<file path="src/sv/mdio_management_master_unit_assert.svh">
// Assertion macros used by the MDIO management master core (mdio_mm_core).
`ifndef MDIO_MANAGEMENT_MASTER_UNIT_ASSERT_SVH
`define MDIO_MANAGEMENT_MASTER_UNIT_ASSERT_SVH

// Check a property on every rising clk edge outside reset.
`define MDIO_MM_ASSERT(lbl, prop, msg) \
  lbl: assert property (@(posedge clk) disable iff (!rst_n) prop) else $error(msg);

// Check a property on every rising clk edge, reset included.
`define MDIO_MM_ASSERT_ALWAYS(lbl, prop, msg) \
  lbl: assert property (@(posedge clk) prop) else $error(msg);

`endif

</file>
<file path="src/sv/mdio_mm_pkg.sv">
`default_nettype none
package mdio_mm_pkg;

  localparam int PREAMBLE_BITS_DEF = 32;
  localparam int PORT_COUNT_DEF    = 2;

  localparam logic [1:0] FUNC_TICK  = 2'd0;
  localparam logic [1:0] FUNC_READ  = 2'd1;
  localparam logic [1:0] FUNC_WRITE = 2'd2;

  localparam logic [15:0] REG_DIRECT_LIMIT = 16'd32;
  localparam logic [15:0] REG_MMD1F_MAX    = 16'h0EFD;
  localparam logic [15:0] REG_MMDDEV_MIN   = 16'h1000;
  localparam logic [15:0] MMD_ADDR_MASK    = 16'h0FFF;
  localparam logic [4:0]  MMD_DEV_1F       = 5'h1F;
  localparam logic [4:0]  REG_MMD_CTRL     = 5'h0D;
  localparam logic [4:0]  REG_MMD_DATA     = 5'h0E;
  localparam logic [15:0] MMD_DATA_MODE    = 16'h4000;

  localparam logic [1:0] FRAME_LAST_MMD = 2'd3;
  localparam logic [4:0] TAIL_LAST      = 5'd31;
  localparam logic [4:0] TAIL_RX_FIRST  = 5'd16;
  localparam logic [4:0] TAIL_READ_TA   = 5'd14;

  typedef enum logic [1:0] {
    ST_OK        = 2'd0,
    ST_BUSY      = 2'd1,
    ST_BAD_RANGE = 2'd2,
    ST_BAD_PORT  = 2'd3
  } status_t;

  typedef enum logic [1:0] {
    KIND_DIRECT = 2'd0,
    KIND_MMD1F  = 2'd1,
    KIND_MMDDEV = 2'd2
  } kind_t;

  typedef struct packed {
    logic [1:0]  func;
    logic        port_select;
    logic [4:0]  phy_addr;
    logic [15:0] reg_addr;
    logic [15:0] write_data;
    logic        mdio_in;
  } item_t;

  typedef struct packed {
    status_t     status;
    logic [15:0] read_data;
    logic        done_res;
    logic        busy_res;
    logic        port_sel;
    logic        clock_active;
    logic        mdio_drive_enable;
    logic        mdio_out;
  } result_t;

  typedef struct packed {
    kind_t       kind;
    logic [1:0]  frame;
    logic        is_write;
    logic [4:0]  phy;
    logic [15:0] regnum;
    logic [15:0] value;
  } frame_req_t;

endpackage
`default_nettype wire

</file>
<file path="src/sv/mdio_mm_frame.sv">
`default_nettype none
module mdio_mm_frame (
  input  mdio_mm_pkg::frame_req_t req,
  output logic [31:0]             word
);
  import mdio_mm_pkg::*;

  logic        last_is_this;
  logic        wr;
  logic [4:0]  dev;
  logic [15:0] addr;
  logic [4:0]  reg5;
  logic [15:0] data;

  always_comb begin
    last_is_this = (req.kind == KIND_DIRECT) || (req.frame >= FRAME_LAST_MMD);
    wr = last_is_this ? req.is_write : 1'b1;
    if (req.kind == KIND_MMD1F) begin
      dev  = MMD_DEV_1F;
      addr = req.regnum;
    end else begin
      dev  = {1'b0, req.regnum[15:12]};
      addr = req.regnum & MMD_ADDR_MASK;
    end
    if (req.kind == KIND_DIRECT) begin
      reg5 = req.regnum[4:0];
      data = req.value;
    end else begin
      case (req.frame)
        2'd0: begin
          reg5 = REG_MMD_CTRL;
          data = {11'd0, dev};
        end
        2'd1: begin
          reg5 = REG_MMD_DATA;
          data = addr;
        end
        2'd2: begin
          reg5 = REG_MMD_CTRL;
          data = MMD_DATA_MODE | {11'd0, dev};
        end
        default: begin
          reg5 = REG_MMD_DATA;
          data = req.value;
        end
      endcase
    end
    word = {2'b01, (wr ? 2'b01 : 2'b10), req.phy, reg5,
            (wr ? 2'b10 : 2'b00), (wr ? data : 16'd0)};
  end

endmodule
`default_nettype wire

</file>
<file path="src/sv/mdio_mm_core.sv">
`default_nettype none
`include "mdio_management_master_unit_assert.svh"
module mdio_mm_core #(
  parameter int PREAMBLE_BITS = mdio_mm_pkg::PREAMBLE_BITS_DEF,
  parameter int PORT_COUNT    = mdio_mm_pkg::PORT_COUNT_DEF
) (
  input  logic                 clk,
  input  logic                 rst_n,
  input  logic                 step,
  input  mdio_mm_pkg::item_t   item,
  output mdio_mm_pkg::result_t res
);
  import mdio_mm_pkg::*;

  logic        active_r, active_nxt;
  logic [5:0]  bit_pos_r, bit_pos_nxt;
  logic [1:0]  frame_r, frame_nxt;
  kind_t       kind_r, kind_nxt;
  logic        is_write_r, is_write_nxt;
  logic        port_r, port_nxt;
  logic [4:0]  phy_r, phy_nxt;
  logic [15:0] reg_r, reg_nxt;
  logic [15:0] value_r, value_nxt;
  logic [31:0] tx_r, tx_nxt;
  logic [15:0] rx_r, rx_nxt;

  frame_req_t  freq;
  logic [31:0] frame_word;
  logic        is_req;
  logic        wr;
  logic [4:0]  q;

  assign freq = '{kind: kind_nxt, frame: frame_nxt, is_write: is_write_nxt,
                  phy: phy_nxt, regnum: reg_nxt, value: value_nxt};

  mdio_mm_frame u_frame (
    .req  (freq),
    .word (frame_word)
  );

  always_comb begin
    active_nxt   = active_r;
    bit_pos_nxt  = bit_pos_r;
    frame_nxt    = frame_r;
    kind_nxt     = kind_r;
    is_write_nxt = is_write_r;
    port_nxt     = port_r;
    phy_nxt      = phy_r;
    reg_nxt      = reg_r;
    value_nxt    = value_r;
    tx_nxt       = tx_r;
    rx_nxt       = rx_r;
    res          = '0;
    is_req       = (item.func == FUNC_READ) || (item.func == FUNC_WRITE);
    wr           = ((kind_r == KIND_DIRECT) || (frame_r >= FRAME_LAST_MMD)) ?
                   is_write_r : 1'b1;
    q            = 5'(bit_pos_r - 6'(PREAMBLE_BITS));

    if (is_req) begin
      if (active_r) begin
        res.status = ST_BUSY;
      end else if ({1'b0, item.port_select} >= 2'(PORT_COUNT)) begin
        res.status = ST_BAD_PORT;
      end else if (item.reg_addr > REG_MMD1F_MAX && item.reg_addr < REG_MMDDEV_MIN) begin
        res.status = ST_BAD_RANGE;
      end else begin
        port_nxt     = item.port_select;
        phy_nxt      = item.phy_addr;
        reg_nxt      = item.reg_addr;
        value_nxt    = item.write_data;
        is_write_nxt = (item.func == FUNC_WRITE);
        if (item.reg_addr < REG_DIRECT_LIMIT) begin
          kind_nxt = KIND_DIRECT;
        end else if (item.reg_addr <= REG_MMD1F_MAX) begin
          kind_nxt = KIND_MMD1F;
        end else begin
          kind_nxt = KIND_MMDDEV;
        end
        frame_nxt   = 2'd0;
        rx_nxt      = 16'd0;
        tx_nxt      = frame_word;
        bit_pos_nxt = 6'd0;
        active_nxt  = 1'b1;
      end
    end else if (item.func == FUNC_TICK && active_r) begin
      res.clock_active = 1'b1;
      if ({1'b0, bit_pos_r} < 7'(PREAMBLE_BITS)) begin
        res.mdio_out          = 1'b1;
        res.mdio_drive_enable = 1'b1;
        bit_pos_nxt           = bit_pos_r + 6'd1;
      end else begin
        if (wr || q < TAIL_READ_TA) begin
          res.mdio_drive_enable = 1'b1;
          res.mdio_out          = tx_r[TAIL_LAST - q];
        end
        if (!wr && q >= TAIL_RX_FIRST) begin
          rx_nxt = {rx_r[14:0], item.mdio_in};
        end
        if (q == TAIL_LAST) begin
          bit_pos_nxt = 6'd0;
          if ((kind_r == KIND_DIRECT) || (frame_r >= FRAME_LAST_MMD)) begin
            active_nxt   = 1'b0;
            res.done_res = 1'b1;
            if (!is_write_r) begin
              res.read_data = rx_nxt;
            end
          end else begin
            frame_nxt = frame_r + 2'd1;
            tx_nxt    = frame_word;
          end
        end else begin
          bit_pos_nxt = bit_pos_r + 6'd1;
        end
      end
    end
    res.port_sel = port_nxt;
    res.busy_res = active_nxt;
  end

  always_ff @(posedge clk) begin
    if (!rst_n) begin
      active_r   <= 1'b0;
      bit_pos_r  <= 6'd0;
      frame_r    <= 2'd0;
      kind_r     <= KIND_DIRECT;
      is_write_r <= 1'b0;
      port_r     <= 1'b0;
      phy_r      <= 5'd0;
      reg_r      <= 16'd0;
      value_r    <= 16'd0;
      tx_r       <= 32'd0;
      rx_r       <= 16'd0;
    end else if (step) begin
      active_r   <= active_nxt;
      bit_pos_r  <= bit_pos_nxt;
      frame_r    <= frame_nxt;
      kind_r     <= kind_nxt;
      is_write_r <= is_write_nxt;
      port_r     <= port_nxt;
      phy_r      <= phy_nxt;
      reg_r      <= reg_nxt;
      value_r    <= value_nxt;
      tx_r       <= tx_nxt;
      rx_r       <= rx_nxt;
    end
  end

  `MDIO_MM_ASSERT(a_idle_pos_zero, !active_r |-> bit_pos_r == 6'd0, "idle with position set")
  `MDIO_MM_ASSERT(a_direct_frame, kind_r == KIND_DIRECT |-> frame_r == 2'd0, "frame advanced")
  `MDIO_MM_ASSERT(a_done_idle, (step && res.done_res) |=> !active_r, "active after done")
  `MDIO_MM_ASSERT(a_reject_hold, (step && res.status != ST_OK) |=> $stable(active_r), "rejected")

endmodule
`default_nettype wire

</file>
<file path="src/sv/mdio_management_master_unit.sv">
// Channel   Dir  Ports                          Contents
// in        in   in_tvalid/in_tready/in_tdata   request or bit-period tick, func in in_tuser
// out       out  out_tvalid/out_tready/out_tdata one result per input transaction
//
// One input transaction per cycle sustained while the output is not stalled; its result passes
// through the input register, then the result register.
// The state update and frame build for one transaction fit between those registers.
// rst_n is synchronous, active low; it clears the transaction state and both valid flags.
// A stalled output holds its result; the input register still refills while out_tready is low
// only until both registers are full, then in_tready drops.
`default_nettype none
module mdio_management_master_unit #(
  parameter int PREAMBLE_BITS = mdio_mm_pkg::PREAMBLE_BITS_DEF,
  parameter int PORT_COUNT    = mdio_mm_pkg::PORT_COUNT_DEF
) (
  input  logic        clk,
  input  logic        rst_n,
  input  logic        in_tvalid,
  output logic        in_tready,
  // port_select[0], phy_addr[5:1], reg_addr[21:6], write_data[37:22], mdio_in[38], zero[39]
  input  logic [39:0] in_tdata,
  // func[1:0]
  input  logic [1:0]  in_tuser,
  output logic        out_tvalid,
  input  logic        out_tready,
  // mdio_out[0], mdio_drive_enable[1], clock_active[2], port_sel[3], busy_res[4],
  // done_res[5], read_data[21:6], status[23:22]
  output logic [23:0] out_tdata
);
  import mdio_mm_pkg::*;

  logic    in_v_r;
  item_t   item_r;
  logic    out_v_r;
  result_t out_r;
  result_t res;
  logic    step;

  assign step      = in_v_r && (!out_v_r || out_tready);
  assign in_tready = !in_v_r || step;

  mdio_mm_core #(
    .PREAMBLE_BITS (PREAMBLE_BITS),
    .PORT_COUNT    (PORT_COUNT)
  ) u_core (
    .clk   (clk),
    .rst_n (rst_n),
    .step  (step),
    .item  (item_r),
    .res   (res)
  );

  always_ff @(posedge clk) begin
    if (!rst_n) begin
      in_v_r <= 1'b0;
    end else if (in_tready) begin
      in_v_r <= in_tvalid;
    end
  end

  always_ff @(posedge clk) begin
    if (in_tvalid && in_tready) begin
      item_r <= '{func: in_tuser, port_select: in_tdata[0], phy_addr: in_tdata[5:1],
                  reg_addr: in_tdata[21:6], write_data: in_tdata[37:22],
                  mdio_in: in_tdata[38]};
    end
  end

  always_ff @(posedge clk) begin
    if (!rst_n) begin
      out_v_r <= 1'b0;
    end else if (step) begin
      out_v_r <= 1'b1;
    end else if (out_tready) begin
      out_v_r <= 1'b0;
    end
  end

  always_ff @(posedge clk) begin
    if (step) begin
      out_r <= res;
    end
  end

  assign out_tvalid = out_v_r;
  assign out_tdata  = out_r;

endmodule
`default_nettype wire

</file>
<file path="config.mk">
export PLATFORM = sky130hd
export DESIGN_NAME = mdio_management_master_unit
export DESIGN_NICKNAME = d
export VERILOG_FILES = /design/src/sv/mdio_mm_pkg.sv /design/src/sv/mdio_mm_frame.sv /design/src/sv/mdio_mm_core.sv /design/src/sv/mdio_management_master_unit.sv
export VERILOG_INCLUDE_DIRS = /design/src /design/src/sv
export SDC_FILE = /design/constraint.sdc
export NUM_CORES = 1
export LEC_CHECK = 0
export ABC_AREA = 1
export BUFFER_PORTS_ARGS = -buffer_cell sky130_fd_sc_hd__buf_2
export CORE_ASPECT_RATIO = 1.4
export CORE_MARGIN = 2
export CORE_UTILIZATION = 45
export CTS_CLUSTER_DIAMETER = 200
export DETAILED_ROUTE_END_ITERATION = 8
export SKIP_LAST_GASP = 1
export SYNTH_ARGS = -nofsm -noshare
export SYNTH_HDL_FRONTEND = slang
export SYNTH_HIERARCHICAL = 1
export SYNTH_SLANG_ARGS = --single-unit
</file>
<file path="constraint.sdc">
create_clock -name clk -period 3.9 [get_ports clk]
set_input_delay 0 -clock clk [delete_from_list [all_inputs] [get_ports clk]]
set_output_delay 0 -clock clk [all_outputs]
set_load 0.005 [all_outputs]
</file>
### After elaboration in Yosys (flattened, before gate mapping)

Index checks and enable logic that the tools add are counted.

| storage, ports and cells | value |
|---|---|
| register bits after elaboration | 165 |
| input port bits | 46 |
| output and inout port bits | 26 |

| cells by class | value |
|---|---|
| add/sub/neg operators | 4 |
| magnitude comparators | 10 |
| equal/unequal tests | 10 |
| muxes and demuxes | 74 |
| bitwise operators | 4 |
| reductions and logical operators | 29 |

Operator list:

| kind | count |
|---|---|
| $mux 16 | 15 |
| $mux 32 | 7 |
| $pmux 16 s3 | 1 |
| $mux 2 | 18 |
| $mux 6 | 6 |
| $mux 5 | 5 |
| $mux 1 | 20 |
| $gt 16x12->1 const B | 1 |
| $le 16x12->1 const B | 1 |
| $lt 16x13->1 const B | 1 |
| $lt 16x6->1 const B | 1 |
| $logic_not 2->1 | 4 |
| $reduce_and 7->1 | 1 |
| $add 6x1->6 const B | 1 |
| $eq 2x1->1 const B | 3 |
| $logic_or 1x1->1 | 6 |
| $lt 5x6->1 const B | 1 |
| $lt 6x6->1 const B | 1 |
| $reduce_bool 2->1 | 3 |
| $reduce_or 2->1 | 3 |
| $reduce_or 6->1 | 1 |
| $bmux 1 s5 | 1 |
| $eq 5x5->1 const B | 1 |
| $ge 5x5->1 const B | 1 |
| 15 further kinds | 28 |

### Longest topological paths before layout

Gate-level depths: netlist of run 1.

| logic depth | value |
|---|---|
| depth in word-level cells | 16 |
| gate-level depth with buffers | 19 |

### Modules after synthesis

Netlist of run 1, hierarchy kept.

By module, submodules not included:

| module | instances | cells each | area an instance (µm²) | seq. area each (µm²) |
|---|---|---|---|---|
| mdio_mm_core | 1 | 944 | 5660.4 | 1961.9 |
| mdio_management_master_unit | 1 | 78 | 2047.0 | 1991.9 |
| mdio_mm_frame | 1 | 114 | 554.3 | 0.0 |

### Worst setup path before layout of run 1

OpenSTA, ideal clock, no wires.

| path | value |
|---|---|
| path kind | reg2reg |
| start point | register in_v_r |
| end point | register u_core.tx_r[12] |
| setup time | 0.113 ns |
| data arrival time | 2.911 ns |
| required time | 3.787 ns |
| setup slack | 0.876 ns |
| cell stages (with the launch flop) | 9 |
| buffers on the path | 1 |
| clock period less this slack | 3.024 ns |
| cell sequence | dfxtp_1 > inv_1 > a21oi_1 > inv_1 > nor2_8 > nand4_4 > buf_2 > nor2_1 > nor2_1 |

| between the ends | value |
|---|---|
| cells in the longest elaborated chain, start to end | 2 |

RTL lines:

| element | RTL line | text |
|---|---|---|
| start: declaration | mdio_management_master_unit.sv:32 | `logic in_v_r;` |
| start signal: assignment | mdio_management_master_unit.sv:57 | `in_v_r <= in_tvalid;` |
| $logic_and 1x1->1 | mdio_management_master_unit.sv:39 | `assign step = in_v_r && (!out_v_r \|\| out_tready);` |
| named net step | mdio_management_master_unit.sv:37 | `logic step;` |
| $reduce_and 7->1 (no source line) | - |  |
| end signal: assignment | mdio_mm_core.sv:143 | `tx_r <= tx_nxt;` |
| end: declaration | mdio_mm_core.sv:24 | `logic [31:0] tx_r, tx_nxt;` |

The timed path passes the listed nets, and every way through them passes these cells.
A chain may end at the register's enable or synchronous reset.

### Worst setup path in the final report of run 1

| path | value |
|---|---|
| start point | register item_r[40] (netlist name) |
| end point | register u_core.tx_r[4] |

| between the ends | value |
|---|---|
| cells in the longest elaborated chain, start to end | 13 |
| elaborated cells between the ends (all ways) | 40 |
| those cells by class | order compare: 1; eq/ne: 9; mux: 21; reduce/logical: 9 |

RTL lines:

| element | RTL line | text |
|---|---|---|
| start: declaration | mdio_management_master_unit.sv:33 | `item_t item_r;` |
| start signal: assignment | mdio_management_master_unit.sv:63 | `item_r <= '{func: in_tuser, port_select: in_tdata[0], phy_addr: in_tdata[5:1],` |
| $eq 2x1->1 or $eq 2x2->1 (tied branches) | mdio_mm_core.sv:54 | `is_req = (item.func == FUNC_READ) \|\| (item.func == FUNC_WRITE);` |
| $logic_or 1x1->1 * | mdio_mm_core.sv:54 |  |
| $mux 2 * | mdio_mm_core.sv:59 | `if (is_req) begin` |
| named net u_core.kind_nxt[1] | mdio_mm_core.sv:18 | `kind_t kind_r, kind_nxt;` |
| $eq 2x1->1 | mdio_mm_frame.sv:18 | `if (req.kind == KIND_MMD1F) begin` |
| $mux 5 | mdio_mm_frame.sv:18 |  |
| $pmux 16 s3 | mdio_mm_frame.sv:29 | `case (req.frame)` |
| $mux 16 | mdio_mm_frame.sv:25 | `if (req.kind == KIND_DIRECT) begin` |
| $mux 16 * | mdio_mm_frame.sv:49 | `(wr ? 2'b10 : 2'b00), (wr ? data : 16'd0)};` |
| named net u_core.frame_word[4] | mdio_mm_core.sv:28 | `logic [31:0] frame_word;` |
| $mux 32 | mdio_mm_core.sv:101 | `if ((kind_r == KIND_DIRECT) \|\| (frame_r >= FRAME_LAST_MMD)) begin` |
| $mux 32 | mdio_mm_core.sv:99 | `if (q == TAIL_LAST) begin` |
| $mux 32 | mdio_mm_core.sv:87 | `if ({1'b0, bit_pos_r} < 7'(PREAMBLE_BITS)) begin` |
| $mux 32 | mdio_mm_core.sv:85 | `end else if (item.func == FUNC_TICK && active_r) begin` |
| $mux 32 * | mdio_mm_core.sv:59 |  |

Mark *: on every way through the listed nets, which the timed path passes. The rest lies on a longest branch. The select of a mux whose other input is x is not followed.

==> reports/metrics.cfg, run 1 <==
[clock_tree]
clockBufferDepth=2
cts_num_sinks=165
clkTransAtPathRegs_ns=0.07
cts-htree-levels=4
numCtsBuffers=17
cts_root_buffer=clkbuf_16
cts_hold_buf=44
cts_tree=done
clkLatencyLatePin_ns=0.43
postCtsSetupBuffers=0
cts_resized=0

[routing]
antenna_left=0
wirelength_um=18100
drcViolationCount=0
dr.pass1.iters=5
post_drt_wl_per_cell_um=12.4
first_iter_violations=461
vias=6964
via_per_inst=4.75

[synth]
synth-edff-count=65
synthFlopType=dfxtp_1
synthArstFlopShare_pct=0
synth.avg_cell_area_um2=7.27
synth_area_um2=8260
ys_warn_count=6
yosysUniqueCellTypes=36
ys_seq_elements=165
syn_inst=1136
seq_area_frac_synth_pct=47.9

[sta]
hold_slack_ns=0.157
rsz0062_at_grt=no
min_period_ns=2.99
setup_viol=0
drv_slew=0
setup_slack_ns=0.907
hold_viol=0
fin_worst_skew_ns=0.0103
fin_crit_sh_pct=76.7
tns_ns=0
relSlewSlack_pct=36.9
fmax_mhz=334
worst_pin_slew_ns=0.946

[setup_path]
crit_start=item_r[40]$_DFFE_PP_
rr_endpoint=u_core/tx_r[4]$_SDFFE_PN0P_
critPathKind=reg2reg
path_max_fanout=14
cp-end-kind=flip-flop
crit_path_end=u_core/tx_r[4]$_SDFFE_PN0P_
required_ns=4.27
r2r_slack_ns=0.91
reg2reg_depth=16
cp.arrival_ns=3.36
critPathLaunchType=flip-flop
r2r-start=item_r[40]$_DFFE_PP_

[global_route]
grtUsageMet3_pct=2.88
grt_pass1_vias=6134
overflow=0
antenna_found_initial=0
use_met2_pct=34.2
grt_usage_pct=19.4
top_usage_layer=met2
grtUsageMet1_pct=24.2
grt_pass1_wl_um=30200
grt_start_max_net_pins=88

[place]
placed_cell_area_um2=8650
place.gp.congestion=0.875
pre_cts_ws_ns=0.927
dp_hpwl_um=11900
portBuffers=70

[floorplanning]
die_height_um=164
core_area_um2=18000
num_rows=58
ios=72
start_util_pct=45.9
fp.dieW_um=119
dieArea_um2=19500

[finish]
multi_input_area_um2=3310
drive_gt1_share_pct=11.2
final_net_count=1264
stdcell_area_um2=9710
num_antenna_cells=0
areaGrowthSynthToFinish_pct=17.5
ff_latch_area_um2=3950
nFillCells=1808

[power_and_ir_drop]
ir_drop_uv=284
total_leakage_power_uw=0.00469
powerDensity_nw_per_um2=437
p_total_uw=4240

[hold_path]
hold_path.class=in2reg
worstHoldStart=rst_n

[outcome]
status=completed

[run]
maxCapViolCount=0

-- registers in the layout (all words and copies together), names as in the netlist --
name / flops
in_v_r: 1
item_r: 41
out_tdata: 24
out_tvalid: 1
u_core/active_r: 1
u_core/bit_pos_r: 6
u_core/frame_r: 2
u_core/is_write_r: 1
u_core/kind_r: 2
u_core/phy_r: 5
u_core/port_r: 1
u_core/reg_r: 16
u_core/rx_r: 16
u_core/tx_r: 32
u_core/value_r: 16
-- kinds of logic after synthesis --
group                      count (synthesis)  share of synthesized area (%)
xor gates and xnor gates                   1                          0.106
DFF                                      165                           47.9
and+or+nand+nor                          541                           26.4
buffers and inverters                    242                           12.4
adders and majority gates                  5                          0.757
AOI/OAI and AO/OA                        180                           12.4
other                                      2                         0.0909
-- layout make-up --
| class | count | area share (%) |
|---|---|---|
| flip-flops and latches | 165 | 40.7 |
| multi-input cells | 730 | 34.1 |
| repair buffers | 123 | 8.97 |
| inverters | 176 | 6.81 |
| well taps | 240 | 3.09 |
| clock buffers | 17 | 4.38 |
| clock inverters | 15 | 1.95 |
-- report_power, final --
part	internal [µW]	switching, µW
Sequential	1880	40.4
Combinational	199	373
Clock	1020	725
Total	3100	1140
-- critical path, cell delays in order, from the launching register on --
cell,delay (ns)
edfxtp_1,0.35
inv_1,0.05
ha_1,0.42
inv_2,0.13
nor2_2,0.30
a21oi_1,0.11
or2_2,0.31
inv_1,0.23
clkinv_1,0.13
nand2_2,0.21
a21oi_2,0.07
buf_4,0.20
inv_2,0.14
nand2_1,0.07
inv_1,0.05
nor2_1,0.04
nor2_1,0.11
-- Yosys cell counts, types with 5 or more instances --
| cell type | n | area (µm²) |
|---|---|---|
| dfxtp_1 | 100 | 2000 |
| ha_1 | 5 | 62.6 |
| nand3_1 | 33 | 165 |
| inv_1 | 168 | 631 |
| buf_4 | 16 | 120 |
| nand2_1 | 266 | 998 |
| o21ai_0 | 89 | 445 |
| a21oi_1 | 43 | 215 |
| nor2_1 | 215 | 807 |
| clkbuf_1 | 31 | 116 |
| inv_2 | 7 | 26.3 |
| buf_2 | 12 | 60.1 |
| nand4_1 | 7 | 43.8 |
| edfxtp_1 | 65 | 1950 |
| buf_6 | 5 | 56.3 |
| o211ai_1 | 40 | 300 |
-- per-layer routing --
metal	vias up	wire length [µm]	share of wire, %
met2	109	9150	50
li1	3717	-	-
met3	20	530	2.9
met5	-	0	0
met4	0	310	1.7
met1	3118	8150	45
-- worst min-delay path by stage --
| stage | endpoint | slack [ns] | cells past startpoint |
|---|---|---|---|
| final | u_core/tx_r[16]$_SDFFE_PN0P_ | 0.16 | 3 |
| after global routing | u_core/tx_r[22]$_SDFFE_PN0P_ | 0.19 | 3 |
| after CTS | u_core/tx_r[4]$_SDFFE_PN0P_ | 0.15 | 3 |
| after detailed placement | item_r[14]$_DFFE_PP_ | 0.18 | 1 |
| after global placement | item_r[19]$_DFFE_PP_ | 0.18 | 1 |
| after floorplan | item_r[0]$_DFFE_PP_ | 0.1 | 0 |
-- through the flow --
stage / utilization [%] / instances
floorplan: - / 1137
global route: 53.9 / 1466
global placement: 48.1 / 1390
CTS: 53.9 / 1466
detailed placement: 48.1 / 1390
finish: 53.9 / 1466
-- layout by cell type, fill, tap and decap left out, types with 4 or more instances in the layout --
master / synthesis / routed
a21oi_1: 43 / 42
buf_2: 12 / 70
buf_4: 16 / 8
clkbuf_16: 0 / 17
dfxtp_1: 100 / 100
dlygate4sd3_1: 0 / 44
edfxtp_1: 65 / 65
ha_1: 5 / 5
inv_1: 168 / 167
inv_2: 7 / 7
inv_6: 0 / 4
nand2_1: 266 / 266
nand3_1: 33 / 33
nand4_1: 7 / 7
nor2_1: 215 / 215
nor2_2: 4 / 4
o211ai_1: 40 / 40
o21ai_0: 89 / 89
o21ai_1: 4 / 4
No activity file was read; power rests on OpenSTA's default activity.
==> inputs of run 2 (changes only) <==
--- a/config.mk
+++ b/config.mk
@@ -13,6 +13,7 @@
 export CORE_UTILIZATION = 45
 export CTS_CLUSTER_DIAMETER = 200
 export DETAILED_ROUTE_END_ITERATION = 8
+export PLACE_DENSITY = 0.65
 export SKIP_LAST_GASP = 1
 export SYNTH_ARGS = -nofsm -noshare
 export SYNTH_HDL_FRONTEND = slang
==> constraint.sdc (replaced) <==
create_clock -name clk -period 2.5 [get_ports clk]
set_input_delay 0 -clock clk [delete_from_list [all_inputs] [get_ports clk]]
set_output_delay 0 -clock clk [all_outputs]
set_load 0.005 [all_outputs]
==> reports/metrics.cfg, run 2 (synthesized netlist as in run 1, its figures left out) <==
[routing]
antenna_left=0
dr.pass1.iters=5
first_iter_violations=512
drcViolationCount=0
vias=7280
post_drt_wl_per_cell_um=12.3
via_per_inst=4.81
wirelength_um=18600

[hold_path]
hold_path.class=in2reg

[clock_tree]
clockBufferDepth=2
clkLatencyLatePin_ns=0.43
numCtsBuffers=17
cts-htree-levels=4
cts_tree=done
cts_root_buffer=clkbuf_16
cts_num_sinks=165
clkTransAtPathRegs_ns=0.07

[finish]
regMostFlops=item_r
mostFrequentLayoutCells=259 x nand2_1, 209 x nor2_1, 163 x inv_1, 98 x dfxtp_1, 85 x o21ai_0
drive_gt1_share_pct=16.4
final_net_count=1311
num_antenna_cells=0
areaGrowthSynthToFinish_pct=23.9
largest_reg_flops=41
nFillCells=1719
final_util_pct=56.9
layout_commonest_cell=nand2_1

[sta]
rsz0062_at_grt=yes
hold_viol=0
setup_viol=0
worst_pin_slew_ns=0.603
relSlewSlack_pct=59.8
drv_slew=0
min_period_ns=2.36
hold_slack_ns=0.124
fin_worst_skew_ns=0.00823
fmax_mhz=423
setup_slack_ns=0.136
fin_crit_sh_pct=94.6

[global_route]
antenna_found_initial=0
grt_pass1_vias=6387
overflow=0
grt_usage_pct=19.5
grt_pass1_wl_um=30200
grt_start_max_net_pins=107

[setup_path]
cp.arrival_ns=2.73
cp_slowest_stage_delay_ns=0.45
crit_path_cell_trace=inv_1 > ha_4 > inv_2 > nor2_4 > buf_4 > nand2_4 > buf_12 > o21ai_0 > nand3_1 > nand3_1 > nand2_1 > inv_1 > nor2_1 > nor2_1
path_max_fanout=39
cp_top_family=simple AND/OR/NAND/NOR gates
cp-end-kind=flip-flop
r2r_slack_ns=0.14
critPathLaunchType=flip-flop
required_ns=2.87
critPathKind=reg2reg
crit_slowest_cell=o21ai_0
crit_buf_inv=5

[outcome]
status=completed

[floorplanning]
core_area_um2=18000
start_util_pct=45.9
die_height_um=164
num_rows=58
ios=72
dieArea_um2=19500
fp.dieW_um=119

[run]
maxCapViolCount=0

[power_and_ir_drop]
total_leakage_power_uw=0.00494
powerDensity_nw_per_um2=650
ir_drop_uv=470

[place]
portBuffers=70
dp_hpwl_um=12000
place.gp.congestion=0.813
pre_cts_ws_ns=-0.136

-- run 2: cell count changes in the layout (fill, tap and decap cells not counted), moves of 5 or more --
cell / previous run / this run
nand2_1: 266 / 259
buf_4: 8 / 47
nor2_1: 215 / 209
nand2_2: 1 / 7
buf_12: 1 / 6
-- run 2: through the flow --
step	TNS, ns	instance area, µm²	power [µW]	std cells
floorplan	0	8270	3720	1137
global placement	-0.218	8990	3960	1429
detailed placement	-0.825	8990	3970	1429
CTS	0	10000	6660	1506
global route	-0.208	10200	6950	1513
finish	0	10200	6650	1513
-- run 2: where the power goes --
| group | leakage, µW | internal, µW | total (µW) | switching (µW) |
|---|---|---|---|---|
| Combinational | 0.00319 | 405 | 1020 | 619 |
| Sequential | 0.00146 | 2940 | 3000 | 63.6 |
| Clock | 0.000284 | 1420 | 2630 | 1200 |
-- run 2: final cells by class --
cell class	instances	area, µm²	area share (%)
clock buffers	17	425	4.16
repair buffers	169	1290	12.6
clock inverters	15	168	1.64
inverters	176	663	6.48
multi-input cells	731	3430	33.6
well taps	240	300	2.93
flip-flops and latches	165	3960	38.7
-- run 2: worst paths after layout --
check,from,to,cells past startpoint
max,item_r[40]$_DFFE_PP_,u_core/tx_r[3]$_SDFFE_PN0P_,14
max reg2reg,item_r[40]$_DFFE_PP_,u_core/tx_r[3]$_SDFFE_PN0P_,14
min reg2reg,u_core/tx_r[15]$_SDFFE_PN0P_,u_core/tx_r[15]$_SDFFE_PN0P_,4
min,rst_n,u_core/value_r[7]$_SDFFE_PN0P_,5
-- run 2: per-layer routing --
layer	part of all wire (%)	routed length, µm	track usage [%]
met1	43	8080	22.9
met2	51	9430	34.6
met3	3.1	570	3.26
met4	3.1	569	9.09
met5	0	0	0
-- run 2: tightest hold or removal path: stages --
cell	delay [ns]
buf_2	0.11
inv_2	0.17
nor2_1	0.15
nand2_1	0.05
inv_1	0.04
-- run 2: timing repair --
action / CTS / global route
resized for setup: 6 / 39
hold endpoints to repair: 43 / 0
endpoints found under the setup margin: 15 / 20
pin swaps: 0 / 16
setup buffers: 0 / 7
gates cloned: 1 / 0
hold buffers: 44 / 0
==> inputs of run 3 (changes only) <==
==> constraint.sdc (replaced) <==
create_clock -name clk -period 2.5 [get_ports clk]
set_input_delay 0.125 -clock clk [delete_from_list [all_inputs] [get_ports clk]]
set_output_delay 0.125 -clock clk [all_outputs]
set_load 0.005 [all_outputs]
==> reports/metrics.cfg, run 3 (synthesized netlist as in run 1, its figures left out) <==
[setup_path]
crit_slowest_cell=dfxtp_2
cp-end-kind=flip-flop
crit_path_cell_trace=ha_4 > nand2_1 > nor2_1 > ha_2 > nand2_1 > inv_2 > nand3_2 > buf_6 > o21ai_1 > or2_1 > inv_2 > inv_1 > nand2_2 > nor2_4 > nand2_1 > a21oi_1 > nor2_1 > nor2_1
cp_slowest_stage_delay_ns=0.35
path_max_fanout=7
crit_buf_inv=4
critPathKind=reg2reg
cp_top_family=simple AND/OR/NAND/NOR gates
required_ns=2.87
critPathLaunchType=flip-flop
cp.arrival_ns=2.74

[finish]
regMostFlops=item_r
nFillCells=1710
layout_commonest_cell=nand2_1
ff_latch_area_um2=3960
stdcell_area_um2=10300
num_antenna_cells=0
final_net_count=1310
mostFrequentLayoutCells=255 x nand2_1, 211 x nor2_1, 162 x inv_1, 98 x dfxtp_1, 86 x o21ai_0
largest_reg_flops=41
drive_gt1_share_pct=17.1
fin_cells=1512
areaGrowthSynthToFinish_pct=24.8
multi_input_area_um2=3430

[run]
maxCapViolCount=0

[floorplanning]
dieArea_um2=19500
core_area_um2=18000
fp.dieW_um=119
ios=72
start_util_pct=45.9
die_height_um=164
num_rows=58

[sta]
worst_pin_slew_ns=0.572
fmax_mhz=422
hold_slack_ns=0.0220
rsz0062_at_grt=yes
hold_viol=0
drv_slew=0
min_period_ns=2.37
setup_viol=0
fin_worst_skew_ns=0.0116
relSlewSlack_pct=61.5
fin_crit_sh_pct=94.8

[clock_tree]
cts_root_buffer=clkbuf_16
numCtsBuffers=17
clkTransAtPathRegs_ns=0.07
clkLatencyLatePin_ns=0.44
cts_tree=done
clockBufferDepth=2
cts-htree-levels=4
cts_num_sinks=165

[outcome]
status=completed

[routing]
drcViolationCount=0
wirelength_um=18700
antenna_left=0
vias=7278
first_iter_violations=448
post_drt_wl_per_cell_um=12.4
via_per_inst=4.81
dr.pass1.iters=5

[place]
placed_cells=1433
portBuffers=70
dp_hpwl_um=12200
placed_cell_area_um2=9060
place.gp.congestion=0.869

[power_and_ir_drop]
total_leakage_power_uw=0.00498
powerDensity_nw_per_um2=663
ir_drop_uv=585

[hold_path]
hold_path.class=in2reg

[global_route]
grt_usage_pct=19.6
grt_pass1_wl_um=30600
grt_pass1_vias=6611
grt_start_max_net_pins=107
antenna_found_initial=0
overflow=0

-- run 3: cell type report --
type / count / area share, %
tap: 240 / 2.91
timing repair buffer: 169 / 13.1
clock buffer: 17 / 4.13
sequential: 165 / 38.4
inverter: 176 / 6.41
multi-input combinational: 730 / 33.2
clock inverter: 15 / 1.86
-- run 3: metal layers --
metal / GRT usage (%) / up-vias / wire length, µm
li1: - / 3791 / -
met5: 0 / - / 0
met4: 9.47 / 0 / 584
met2: 35.5 / 137 / 9610
met1: 22.3 / 3320 / 7960
met3: 3.51 / 30 / 550
-- run 3: timing repair --
item,in CTS,in global routing
gates resized for setup,3,44
setup buffers,1,3
endpoints found under the hold margin,42,0
endpoints found under the setup margin,5,21
gates cloned,0,1
hold buffers,42,0
pin swaps,1,20
-- run 3: final timing paths --
kind,start,slack (ns),end,cells past startpoint
max,u_core/bit_pos_r[0]$_SDFFE_PN0P_,0.13,u_core/tx_r[9]$_SDFFE_PN0P_,18
max reg2reg,u_core/bit_pos_r[0]$_SDFFE_PN0P_,0.13,u_core/tx_r[9]$_SDFFE_PN0P_,18
min,out_tready,0.02,out_tvalid$_SDFFE_PN0P_,4
min reg2reg,in_v_r$_SDFFE_PN0P_,0.51,in_v_r$_SDFFE_PN0P_,2
-- run 3: power by group --
group          total, µW  internal [µW]  switching [µW]
sequential          3000           2940            64.2
clock               2760           1600            1150
combinational       1080            440             642
total               6840           4980            1860
-- run 3: stage by stage --
stage / utilization [%] / power, µW / worst slack (ns) / setup TNS, ns
6_report: 57.3 / 6840 / 0.129 / 0
3_3_place_gp: 50.3 / 3980 / 0.0248 / 0
4_1_cts: 56.2 / 6830 / 0.0291 / 0
2_1_floorplan: - / 3720 / 0.159 / 0
5_1_grt: 57.3 / 7150 / -0.0580 / -0.270
3_5_place_dp: 50.3 / 4000 / -0.0462 / -0.0596
-- run 3: worst reg2reg max path, stage by stage (launching register included) --
cell	delay, ns
dfxtp_2	0.35
ha_4	0.14
nand2_1	0.05
nor2_1	0.12
ha_2	0.19
nand2_1	0.06
inv_2	0.06
nand3_2	0.09
buf_6	0.14
o21ai_1	0.10
or2_1	0.14
inv_2	0.07
inv_1	0.07
nand2_2	0.07
nor2_4	0.25
nand2_1	0.12
a21oi_1	0.15
nor2_1	0.06
nor2_1	0.09
